<file path="config.mk">
export PLATFORM = sky130hd
export DESIGN_NAME = pulse_frame_sync_capture_unit
export DESIGN_NICKNAME = d
export VERILOG_FILES = /design/src/rtl/pfsc_pkg.sv /design/src/rtl/pfsc_cfg_regs.sv /design/src/rtl/pfsc_event.sv /design/src/rtl/pulse_frame_sync_capture_unit.sv
export VERILOG_INCLUDE_DIRS = /design/src /design/src/rtl
export SDC_FILE = /design/constraint.sdc
export NUM_CORES = 1
export LEC_CHECK = 0
export BUFFER_PORTS_ARGS = -buffer_cell sky130_fd_sc_hd__buf_2
export CAP_MARGIN = 20
export CELL_PAD_IN_SITES_DETAIL_PLACEMENT = 1
export CELL_PAD_IN_SITES_GLOBAL_PLACEMENT = 1
export CORE_MARGIN = 2
export CORE_UTILIZATION = 51
export CTS_BUF_LIST = sky130_fd_sc_hd__clkbuf_16
export DETAILED_ROUTE_END_ITERATION = 16
export GPL_TIMING_DRIVEN = 0
export PLACE_DENSITY = 0.95
export SYNTH_ARGS = -nofsm -noshare
export SYNTH_HDL_FRONTEND = slang
export SYNTH_SLANG_ARGS = --single-unit
</file>
<file path="constraint.sdc">
create_clock -name clk_i -period 15.67 [get_ports clk_i]
set_input_delay 0 -clock clk_i [delete_from_list [all_inputs] [get_ports clk_i]]
set_output_delay 0 -clock clk_i [all_outputs]
set_load 0.02 [all_outputs]
</file>
<file path="src/rtl/pulse_frame_sync_capture_unit_defines.svh">
// ----------------------------------------------------------------------------
// Assertion macros for the pulse frame sync capture unit
// Shared concurrent-check helpers, clocked on clk_i, disabled in reset.
// ----------------------------------------------------------------------------
`ifndef PULSE_FRAME_SYNC_CAPTURE_UNIT_DEFINES_SVH
`define PULSE_FRAME_SYNC_CAPTURE_UNIT_DEFINES_SVH

// Same-cycle implication.
`define PFSC_ASSERT_IMP(label, ante, cons, msg) \
  label: assert property (@(posedge clk_i) disable iff (!rst_ni) (ante) |-> (cons)) \
    else $error(msg);

// Next-cycle implication.
`define PFSC_ASSERT_NXT(label, ante, cons, msg) \
  label: assert property (@(posedge clk_i) disable iff (!rst_ni) (ante) |=> (cons)) \
    else $error(msg);

`endif

</file>
<file path="src/rtl/pfsc_pkg.sv">
// ----------------------------------------------------------------------------
// pfsc_pkg
// Types, register indexes and constants of the pulse frame sync capture unit.
// ----------------------------------------------------------------------------
package pfsc_pkg;

  localparam int StampW   = 16;
  localparam int SlotW    = 5;
  localparam int PctW     = 7;
  localparam int SettleW  = 7;
  localparam int ProdW    = StampW + PctW;
  localparam int CfgIdxW  = 2;
  localparam int CfgDataW = 7;

  localparam int SlotsDefault = 32;

  localparam logic [ProdW-1:0]    PctScale          = ProdW'(100);
  localparam logic [PctW-1:0]     DropPercentReset  = PctW'(40);
  localparam logic [SettleW-1:0]  SettleCountReset  = SettleW'(100);
  localparam logic [SlotW-1:0]    FrameLengthReset  = SlotW'(6);

  typedef enum logic [CfgIdxW-1:0] {
    REG_DROP_PERCENT = 2'd0,
    REG_SETTLE_COUNT = 2'd1,
    REG_FRAME_LENGTH = 2'd2
  } pfsc_reg_e;

  typedef enum logic {
    EDGE_RISE = 1'b0,
    EDGE_FALL = 1'b1
  } pfsc_edge_e;

  typedef struct packed {
    logic              mode;
    logic [StampW-1:0] stamp;
  } pfsc_in_t;

  typedef struct packed {
    logic [StampW-1:0] meas_width;
    logic [SlotW-1:0]  slot_written;
    logic [SlotW-1:0]  channel;
    logic              resync;
    logic              frame_done;
    logic              sample_gate;
  } pfsc_out_t;

  typedef struct packed {
    logic [PctW-1:0]    drop_percent;
    logic [SettleW-1:0] settle_count;
    logic [SlotW-1:0]   frame_length;
  } pfsc_cfg_t;

endpackage

</file>
<file path="src/rtl/pfsc_cfg_regs.sv">
// ----------------------------------------------------------------------------
// pfsc_cfg_regs
// Configuration register file: drop percent, settle count, frame length.
// ----------------------------------------------------------------------------
module pfsc_cfg_regs
  import pfsc_pkg::*;
(
  input  logic                clk_i,
  input  logic                rst_ni,
  input  logic                cfg_valid_i,
  input  logic [CfgIdxW-1:0]  cfg_index_i,
  input  logic [CfgDataW-1:0] cfg_data_i,
  output pfsc_cfg_t           cfg_o
);

  pfsc_cfg_t cfg_q;

  always_ff @(posedge clk_i or negedge rst_ni) begin
    if (!rst_ni) begin
      cfg_q.drop_percent <= DropPercentReset;
      cfg_q.settle_count <= SettleCountReset;
      cfg_q.frame_length <= FrameLengthReset;
    end else if (cfg_valid_i) begin
      case (cfg_index_i)
        REG_DROP_PERCENT: cfg_q.drop_percent <= cfg_data_i[PctW-1:0];
        REG_SETTLE_COUNT: cfg_q.settle_count <= cfg_data_i[SettleW-1:0];
        REG_FRAME_LENGTH: cfg_q.frame_length <= cfg_data_i[SlotW-1:0];
        default: ;  // drop writes to unmapped indexes
      endcase
    end
  end

  assign cfg_o = cfg_q;

endmodule

</file>
<file path="src/rtl/pfsc_event.sv">
// ----------------------------------------------------------------------------
// pfsc_event
// Per-event state (fall stamp, previous width, slot, settle counter, gate)
// and the combinational logic that turns one capture event into a result.
// ----------------------------------------------------------------------------
module pfsc_event
  import pfsc_pkg::*;
#(
  parameter int Slots = SlotsDefault
) (
  input  logic      clk_i,
  input  logic      rst_ni,
  input  logic      ev_valid_i,
  input  pfsc_in_t  ev_i,
  input  pfsc_cfg_t cfg_i,
  output pfsc_out_t res_o
);

  localparam int SlotTopInt = (Slots - 1 > 31) ? 31 : Slots - 1;
  localparam logic [SlotW-1:0] SlotTop = SlotW'(SlotTopInt);

  logic [StampW-1:0]  fall_stamp_q, fall_stamp_d;
  logic [StampW-1:0]  prev_width_q, prev_width_d;
  logic [SlotW-1:0]   slot_q, slot_d;
  logic [SettleW-1:0] settle_q, settle_d;
  logic               gate_q, gate_d;

  logic              rising;
  logic              settled;
  logic              drop;
  logic [StampW-1:0] width;
  logic [StampW-1:0] diff;
  logic [ProdW-1:0]  fall_prod;
  logic [ProdW-1:0]  lim_prod;
  logic [SlotW-1:0]  slot_adv;

  always_comb begin
    rising    = (ev_i.mode == EDGE_RISE);
    width     = ev_i.stamp - fall_stamp_q;
    diff      = prev_width_q - width;
    fall_prod = ProdW'(diff) * PctScale;
    lim_prod  = ProdW'(cfg_i.drop_percent) * ProdW'(prev_width_q);
    drop      = (prev_width_q > width) && (fall_prod > lim_prod);
    slot_adv  = (slot_q < SlotTop) ? slot_q + SlotW'(1) : slot_q;

    fall_stamp_d = fall_stamp_q;
    prev_width_d = prev_width_q;
    slot_d       = slot_q;
    settle_d     = settle_q;
    gate_d       = gate_q;

    if (rising) begin
      if (settle_q < cfg_i.settle_count) begin
        settle_d = settle_q + SettleW'(1);
      end
      prev_width_d = width;
      slot_d       = drop ? '0 : slot_adv;
    end else begin
      fall_stamp_d = ev_i.stamp;
    end

    settled = (settle_d >= cfg_i.settle_count);
    if (settled) begin
      gate_d = !rising;
    end

    res_o.meas_width   = rising ? width : '0;
    res_o.slot_written = slot_q;
    res_o.channel      = slot_d;
    res_o.resync       = rising && drop;
    res_o.frame_done   = (slot_d == cfg_i.frame_length);
    res_o.sample_gate  = gate_d;
  end

  always_ff @(posedge clk_i or negedge rst_ni) begin
    if (!rst_ni) begin
      fall_stamp_q <= '0;
      prev_width_q <= '0;
      slot_q       <= '0;
      settle_q     <= '0;
      gate_q       <= 1'b0;
    end else if (ev_valid_i) begin
      fall_stamp_q <= fall_stamp_d;
      prev_width_q <= prev_width_d;
      slot_q       <= slot_d;
      settle_q     <= settle_d;
      gate_q       <= gate_d;
    end
  end

endmodule

</file>
<file path="src/rtl/pulse_frame_sync_capture_unit.sv">
// ----------------------------------------------------------------------------
// pulse_frame_sync_capture_unit
// Measures pulse widths from timer capture events and tracks frame slots.
// ----------------------------------------------------------------------------
// Usage:
//   in channel  (in_valid_i/in_ready_o/in_data_i): one capture transaction
//     per timer edge, mode 0 for a rising edge, mode 1 for a falling edge.
//   out channel (out_valid_o/out_ready_i/out_data_o): one result per input
//     transaction, in order: width, slot written, channel, resync, frame
//     done and sample gate level.
//   cfg channel (cfg_valid_i/cfg_ready_o/cfg_index_i/cfg_data_i): index 0
//     drop percent, 1 settle count, 2 frame length; always ready. Write
//     only while no event is in flight.
// Timing: the accepting edge loads the input register; the result register
// then loads from the event logic (a 7x16 multiply, a multiply by 100 and
// compares against the stored state) once it may advance, and out_valid_o
// rises with that load. Throughput is one event per cycle while the
// receiver does not stall, set by the state update done in that single stage.
// Reset clears all event state and loads the register defaults (40, 100, 6).
// When the receiver stalls, the result register holds, the input register
// fills, and in_ready_o drops until out_ready_i returns.
// ----------------------------------------------------------------------------
`include "pulse_frame_sync_capture_unit_defines.svh"

module pulse_frame_sync_capture_unit
  import pfsc_pkg::*;
#(
  parameter int SLOTS = SlotsDefault
) (
  input  logic                clk_i,
  input  logic                rst_ni,
  input  logic                in_valid_i,
  output logic                in_ready_o,
  input  pfsc_in_t            in_data_i,
  output logic                out_valid_o,
  input  logic                out_ready_i,
  output pfsc_out_t           out_data_o,
  input  logic                cfg_valid_i,
  output logic                cfg_ready_o,
  input  logic [CfgIdxW-1:0]  cfg_index_i,
  input  logic [CfgDataW-1:0] cfg_data_i
);

  logic      in_valid_q;
  pfsc_in_t  in_q;
  logic      out_valid_q;
  pfsc_out_t out_q;
  logic      advance;
  pfsc_cfg_t cfg;
  pfsc_out_t ev_res;

  assign advance     = !out_valid_q || out_ready_i;
  assign in_ready_o  = !in_valid_q || advance;
  assign cfg_ready_o = 1'b1;

  pfsc_cfg_regs u_cfg_regs (
    .clk_i       (clk_i),
    .rst_ni      (rst_ni),
    .cfg_valid_i (cfg_valid_i),
    .cfg_index_i (cfg_index_i),
    .cfg_data_i  (cfg_data_i),
    .cfg_o       (cfg)
  );

  pfsc_event #(
    .Slots (SLOTS)
  ) u_event (
    .clk_i      (clk_i),
    .rst_ni     (rst_ni),
    .ev_valid_i (in_valid_q && advance),
    .ev_i       (in_q),
    .cfg_i      (cfg),
    .res_o      (ev_res)
  );

  always_ff @(posedge clk_i or negedge rst_ni) begin
    if (!rst_ni) begin
      in_valid_q  <= 1'b0;
      out_valid_q <= 1'b0;
    end else begin
      if (in_ready_o) begin
        in_valid_q <= in_valid_i;
      end
      if (advance) begin
        out_valid_q <= in_valid_q;
      end
    end
  end

  always_ff @(posedge clk_i) begin
    if (in_valid_i && in_ready_o) begin
      in_q <= in_data_i;
    end
    if (advance && in_valid_q) begin
      out_q <= ev_res;
    end
  end

  assign out_valid_o = out_valid_q;
  assign out_data_o  = out_q;

  `PFSC_ASSERT_IMP(a_resync_zero_slot, out_valid_o && out_data_o.resync,
      out_data_o.channel == '0, "resync result with nonzero channel")
  `PFSC_ASSERT_IMP(a_slot_step, out_valid_o && !out_data_o.resync,
      (out_data_o.channel == out_data_o.slot_written) ||
      (out_data_o.channel == SlotW'(out_data_o.slot_written + SlotW'(1))),
      "slot moved by more than one")
  `PFSC_ASSERT_IMP(a_stall_only_on_full, !in_ready_o,
      in_valid_q && out_valid_o && !out_ready_i, "input stalled without backpressure")
  `PFSC_ASSERT_NXT(a_event_reaches_out, in_valid_q && advance,
      out_valid_o, "buffered event not moved to result register")

endmodule
</file>
==> results of run 1 <==
## metrics by stage
step	utilization (%)	instance area, um^2	hold slack (ns)	setup slack [ns]	cells
floorplan	-	11800	-0.296	7.59	1251
global placement	54.9	12400	0.177	6.44	1597
detailed placement	54.9	12400	0.176	6.08	1597
CTS	57.5	13000	0.163	5.64	1640
global route	57.6	13000	0.0524	4.07	1643
finish	57.6	13000	0.0388	4.13	1643
## layer usage
| metal | part of all wire (%) | wire length [um] | vias up | global-route usage [%] |
|---|---|---|---|---|
| li1 | - | - | 4411 | - |
| met1 | 30 | 17200 | 5593 | 45.3 |
| met2 | 42 | 23900 | 1288 | 69.7 |
| met3 | 14 | 8130 | 645 | 10.9 |
| met4 | 13 | 7350 | 8 | 32.2 |
| met5 | 0.13 | 71 | - | 0 |
## synth_stat cells, drive strengths merged, types with 5 or more instances
master and number:
inv 172, ha 155, nand2 150, fa 82
dfrtp 59, o21ai 59, nor2 53, xnor2 49
edfxtp 46, a21oi 45, mux2 40, and2 38
clkbuf 31, xor2 30, nand3 24, a21o 21
nor3 18, nand2b 16, nor2b 15, nand4 13
a31oi 12, o211ai 12, buf 11, dfstp 7
o21a 7, a21boi 5, and3 5, o31ai 5
or3 5
## tightest hold or removal path: cells and delay by family
kind          cells  cell delay [ns]
simple gates      1             0.06
buf+inv           1             0.11
mux               1             0.22
## flip-flops by register name (all words and copies together), names as in the netlist
name and flops:
u_event.prev_width_q 16, in_valid_q 1, u_event.gate_q 1, in_q 17, out_valid_o 1, u_event.fall_stamp_q 16, u_cfg_regs.cfg_o 19, out_data_o 29
u_event.slot_q 5, u_event.settle_q 7
## cells in the final DEF (no fill, tap or decap), types with 5 or more instances in the layout
master / instances
nor3_1: 16
dlygate4sd3_1: 27
a21o_1: 21
o21a_1: 7
clkbuf_16: 9
buf_1: 8
nor2_1: 53
dfrtp_1: 59
o31ai_1: 5
xnor2_1: 48
a31oi_1: 11
or3_1: 5
nor2b_1: 15
nand2_1: 149
inv_1: 172
a21oi_1: 43
nand3_1: 24
dfstp_2: 7
nand4_1: 13
and2_1: 38
o211ai_1: 12
and3_1: 5
edfxtp_1: 46
nand2b_1: 16
fa_1: 82
clkbuf_1: 31
buf_2: 62
mux2_2: 39
o21ai_0: 59
xor2_1: 30
ha_1: 155
## how the worst min path moves through the flow
stage,from,endpoint,slack [ns],cells after the start
detailed placement,rst_ni,u_cfg_regs.cfg_o[12],0.18,1
floorplan,rst_ni,in_valid_q,-0.30,0
global route,cfg_index_i[1],u_cfg_regs.cfg_o[15],0.05,3
global placement,in_data_i[8],in_q[8],0.18,1
finish,cfg_index_i[1],u_cfg_regs.cfg_o[15],0.04,3
CTS,cfg_index_i[0],u_cfg_regs.cfg_o[18],0.16,3
## final cells by class
cell class,count,share of cell area [%]
inverter,172,4.95
multi-input combinational,925,60.6
timing repair buffer,91,4.56
clock inverter,7,0.787
tap,285,2.73
sequential,112,23.3
buffer,42,1.31
clock buffer,9,1.73
## cell families (layout without fill, tap and decap cells)
| kind of cell | count (synthesis) | in the layout | share of synthesized area [%] |
|---|---|---|---|
| AND/OR/NAND/NOR | 358 | 358 | 14.6 |
| adder cells (fa/ha/maj) | 239 | 239 | 30.6 |
| buffers and inverters | 214 | 321 | 6.94 |
| AO/OA/AOI/OAI | 204 | 204 | 11.5 |
| flip-flops | 112 | 112 | 25.9 |
| XOR/XNOR | 79 | 79 | 6.04 |
| multiplexers | 44 | 44 | 4.31 |
| other | 1 | 1 | 0.0319 |
==> summary.md, run 1 <==
| Metric | Value |
|---|---|
| WP data required | 15.92 ns |
| Setup bufs post-CTS | 0 |
| Vias in the first global route | 12.6k |
| Critical path's most frequent cell | ha_1 |
| Critical Path Source Type | flip-flop |
| Worst Hold Class | input pin to flip-flop |
| Largest area contributor in the netlist | ha_1 |
| Share of cells above drive strength 1 | 10.9% |
| Max cap viols | 0 |
| Post-synth EDFFs | 46 |
| Root Driver | clkbuf_16 |
| Vias | 11.9k |
| Flop-to-flop setup slack | 4.13 ns |
| # rows | 55 |
| TritonCTS clock tree | built |
| Area share of the largest cell type after synthesis | 16.5% |
| Area contributors post-synth | ha_1 (16%), fa_1 (14%), dfrtp_1 (13%) |
| Maximum clock rate | 86.7 MHz |
| CP max stage delay | 0.88 ns |
| Max Clock Skew | 0.0295 ns |
| Hpwl dp | 28,800 um |
| DRC errors left | 0 |
| H-tree depth | 3 |
| Fin crit period | 11.54 ns |
| Pin count of the biggest net entering global routing | 67 |
| Status | completed |
| WS Path Type | flip-flop to flip-flop |
| Die area | 0.0243 mm^2 |
| Initial Util | 51.9% |
| Post-synth cell types | 79 |
| TNS Setup | 0 ns |
| First-pass GRT wire length | 75,900 um |
| Sequential fraction of the synthesis area | 25.9% |
| Relative slew slack | 22.7% |
| Layout area overhead | 10.9% |
| Post-DRT Antenna Nets | 0 |
| Clock-pin slew on the worst setup and hold paths | 0.11 ns |
| Fillers | 2,486 |
| Worst-margin pin slew | 1.16 ns |
| R2R depth | 38 |
| Worst path top cell family by delay | compound AO/OA/AOI/OAI gates |
| Crit path max fanout | 8 |
| Final Hold Viols | 0 |
| Per-cell routed wire length | 34.5 um |
| Maximum clock path buffer count | 2 |
| Register area | 0.00304 mm^2 |
| Total gr overflow | 0 |
| Crit. End Element | flip-flop |
| R2R Path End | out_data_o[1] |
| Synth Area per Inst | 9.40 um^2 |
| Die X | 156 um |
| Yosys Warn Count | 0 |
| Ys flop type | dfrtp_1 |
| Hold Buf Count CTS | 27 |
| Final WL | 56,700 um |
| TritonCTS Buffers | 9 |
| TritonCTS Sinks | 112 |
| Number of port buffers | 61 |
| Vias/cell | 7.27 |
| Die H | 156 um |
| Crit path DAT | 11.79 ns |
| Crit-path slowest cell | nor4_1 |
| DRT Pass-1 Iters | 7 |
| #FFs+latches synth | 112 |
| CORE AREA | 0.0226 mm^2 |
| Worst setup path endpoint | out_data_o[1] |
| Final Max Slew Viols | 0 |
| Syn nets | 1,519 |
| Cells after synthesis | 1,251 |
| Crit. Startpoint | in_q[0] |
| Initial antenna violation count | 4 |
| Asr flop ratio synth | 58.9% |
| Final Setup Violations | 0 |
| Post-CTS resize count | 0 |
| Antenna Cells | 0 |
| Critical path depth | 38 |
| Crit path buffers/inverters | 5 |
| Unrepaired setup endpoints after global routing | no |
| Layout Nets | 1,621 |
| Routability congestion estimate | 0.863 |
| Critical R2R Launch | in_q[0] |
| Multi-input gate area | 0.00790 mm^2 |
| Ports | 63 |
| Initial DRC Count | 1,602 |
| Mapped cell area | 0.0118 mm^2 |
| Worst skew pair latency | 0.40 ns |
| Total global-route track usage | 41.7% |
| Tcrit/Tclk final | 73.6% |
Power of run 1 is not shown: default switching activity piles up to over one toggle a cycle in this logic, so the estimate is an artifact.
==> run 2: changes to the inputs <==
- ABC_AREA: unset -> 1
- CORE_UTILIZATION: 51 -> 48
- PLACE_DENSITY: 0.95 -> 0.93
- clock period: 15.67 -> 11.6 ns (I/O delays scaled with it)
==> run 2 against run 1 <==
Highest routed layer unchanged. Sequential cell count is the same. Global-route usage fell by 8.5 points. Critical endpoint unchanged. Design area down 0.92%. Largest cell class unchanged.
==> summary.md, run 2 <==
| Metric | Value |
|---|---|
| Area share of the largest cell type after synthesis | 16.6% (was 16.5%) |
| Layout area overhead | 10.6% (was 10.9%) |
| Ys flop type | dfrtp_1 (unchanged) |
| Worst skew pair latency | 0.37 ns (was 0.40 ns) |
| Maximum clock path buffer count | 2 (unchanged) |
| Vias in the first global route | 12.2k (was 12.6k) |
| Total global-route track usage | 33.2% (was 41.7%) |
| WP data required | 11.72 ns (was 15.92 ns) |
| Post-synth cell types | 50 (was 79) |
| Largest area contributor in the netlist | ha_1 (unchanged) |
| TritonCTS Buffers | 9 (unchanged) |
| R2R depth | 48 (was 38) |
| Initial DRC Count | 743 (was 1,602) |
| DRT Pass-1 Iters | 7 (unchanged) |
| Hold Crit Depth | 3 (unchanged) |
| TNS Setup | 0 ns (unchanged) |
| Routability congestion estimate | 0.878 (was 0.863) |
| Cells after synthesis | 1,439 (was 1,251) |
| Max reg flops | 29 (unchanged) |
| Syn nets | 1,707 (was 1,519) |
| Hold Slack | 0.0161 ns (was 0.0388 ns) |
| Total gr overflow | 0 (unchanged) |
| Critical Path Source Type | flip-flop (unchanged) |
| First-pass GRT wire length | 66,300 um (was 75,900 um) |
| Die X | 160 um (was 156 um) |
| Final Setup Violations | 0 (unchanged) |
| Most numerous cell in the Yosys netlist | nand2_1 (was inv_1) |
| H-tree depth | 3 (unchanged) |
| Tcrit/Tclk final | 82.3% (was 73.6%) |
| # rows | 57 (was 55) |
| Place WS | 2.62 ns (was 6.08 ns) |
| DRC errors left | 0 (unchanged) |
| Vias | 11.0k (was 11.9k) |
| Worst-margin pin slew | 1.07 ns (was 1.16 ns) |
| Number of port buffers | 61 (unchanged) |
| Crit path DAT | 9.66 ns (was 11.79 ns) |
| Final worst slack | 2.06 ns (was 4.13 ns) |
| Hpwl dp | 28,100 um (was 28,800 um) |
| Status | completed (unchanged) |
| Crit-path slowest cell | fa_1 (was nor4_1) |
| CP max stage delay | 0.54 ns (was 0.88 ns) |
| TritonCTS Sinks | 112 (unchanged) |
| Fillers | 2,995 (was 2,486) |
| Mapped cell area | 0.0117 mm^2 (was 0.0118 mm^2) |
| CORE AREA | 0.0241 mm^2 (was 0.0226 mm^2) |
| Fin crit period | 9.54 ns (was 11.54 ns) |
| TritonCTS clock tree | built (unchanged) |
| Relative slew slack | 28.4% (was 22.7%) |
| Commonest non-fill, non-tap cell in the layout | nand2_1 (was inv_1) |
| Die H | 160 um (was 156 um) |
| Max Clock Skew | 0.0140 ns (was 0.0295 ns) |
| Worst Hold Class | input pin to flip-flop (unchanged) |
| Maximum clock rate | 105 MHz (was 86.7 MHz) |
| Per-cell routed wire length | 22.7 um (was 34.5 um) |
| Unrepaired setup endpoints after global routing | no (unchanged) |
| Commonest non-fill, non-tap cells in the layout | nand2_1 (317), inv_1 (283), ha_1 (155) (was inv_1 (172), ha_1 (155), nand2_1 (149)) |
| Final Hold Viols | 0 (unchanged) |
| Yosys Warn Count | 0 (unchanged) |
| Die area | 0.0256 mm^2 (was 0.0243 mm^2) |
| WS Path Type | flip-flop to flip-flop (unchanged) |
| Clock-pin slew on the worst setup and hold paths | 0.08 ns (was 0.11 ns) |
| Pin count of the biggest net entering global routing | 67 (unchanged) |
| Area contributors post-synth | ha_1 (17%), fa_1 (14%), dfrtp_1 (13%) (was ha_1 (16%), fa_1 (14%), dfrtp_1 (13%)) |
| Root Driver | clkbuf_16 (unchanged) |
| Layout Utilization | 53.6% (was 57.6%) |
| Initial Util | 48.5% (was 51.9%) |
| Sequential fraction of the synthesis area | 26.0% (was 25.9%) |
| Crit. End Element | flip-flop (unchanged) |
| Vias/cell | 5.91 (was 7.27) |
| Antenna Cells | 0 (unchanged) |
| Asr flop ratio synth | 58.9% (unchanged) |
| Crit path max fanout | 6 (was 8) |
| Post-DRT Antenna Nets | 0 (unchanged) |
| Initial antenna violation count | 1 (was 4) |
| Final WL | 42,300 um (was 56,700 um) |
| Critical path's most frequent cell | nand2_1 (was ha_1) |
| Ports | 63 (unchanged) |
| Share of cells above drive strength 1 | 8.51% (was 10.9%) |
| Synth Area per Inst | 8.12 um^2 (was 9.40 um^2) |
| Post-synth EDFFs | 46 (unchanged) |
| Synth top cells by count | nand2_1 (317), inv_1 (283), ha_1 (155), fa_1 (82), a21oi_1 (81) (was inv_1 (172), ha_1 (155), nand2_1 (149), fa_1 (82)) |
| Final Max Slew Viols | 0 (unchanged) |
| Layout Nets | 1,803 (was 1,621) |
| Max cap viols | 0 (unchanged) |
| #FFs+latches synth | 112 (unchanged) |
-- run 2: cell types whose count changed in the layout (fill, tap and decap cells not counted), sizes merged, moves of 27 or more --
cell and change:
inv +115, a21oi +39, nand3 +27, and2 -38, xnor2 -31, nand2 +183, mux2 -39
-- run 2: metrics by stage --
step           instances  area, um^2
6_report            1864       12900
5_1_grt             1864       12900
4_1_cts             1864       12900
3_5_place_dp        1824       12400
3_3_place_gp        1824       12400
2_1_floorplan       1439       11700
-- run 2: path summary, 6_finish.rpt --
path,start,slack [ns],end
setup / recovery,in_q[0],2.06,out_data_o[1]
hold / removal,cfg_data_i[1],0.02,u_cfg_regs.cfg_o[6]
setup reg to reg,in_q[0],2.06,out_data_o[1]
hold reg to reg,u_cfg_regs.cfg_o[7],0.54,u_cfg_regs.cfg_o[7]
max in group asynchronous,rst_ni,10.64,u_event.prev_width_q[10]
min in group asynchronous,rst_ni,0.32,u_event.settle_q[1]
-- run 2: cell type report --
class | instances | area, um^2 | share of cell area [%]
clock buffers | 9 | 225 | 1.74
multi-input cells | 996 | 7380 | 57.1
clock inverters | 7 | 60.1 | 0.465
repair buffers | 85 | 548 | 4.24
well taps | 324 | 405 | 3.14
flip-flops and latches | 112 | 3040 | 23.5
plain buffers | 44 | 184 | 1.42
inverters | 287 | 1080 | 8.34
-- run 2: cell families (layout without fill, tap and decap cells) --
group	after synthesis	after routing	synth area share, %
XOR/XNOR	61	61	4.57
multiplexers	1	1	0.0964
other	1	1	0.0321
AO/OA/AOI/OAI	207	207	9.95
AND/OR/NAND/NOR	489	489	17.9
flip-flops	112	112	26.0
buffers and inverters	331	432	10.8
adder cells (fa/ha/maj)	237	237	30.7
-- run 2: layer usage --
metal	part of all wire (%)	vias up	track usage, %
li1	-	4754	-
met1	38	5456	37.7
met2	50	589	59.8
met3	6.0	216	4.49
met4	6.4	2	19.7
met5	0.033	-	0
-- run 2: repair_timing --
| item | CTS | global route |
|---|---|---|
| endpoints found under the hold margin | 82 | 0 |
| gates resized for setup | 0 | 0 |
| hold buffers | 24 | 0 |
| buffers inserted | 0 | 0 |
-- run 2: critical path, delay by kind of cell, from the launching register on --
| family | cells | cell delay, ns |
|---|---|---|
| compound gates | 11 | 2.60 |
| xor+xnor | 2 | 0.60 |
| fa+ha+maj | 8 | 2.74 |
| buf+inv | 7 | 0.59 |
| flops | 1 | 0.43 |
| simple gates | 20 | 2.31 |
Power of run 2 is left out for the same reason.
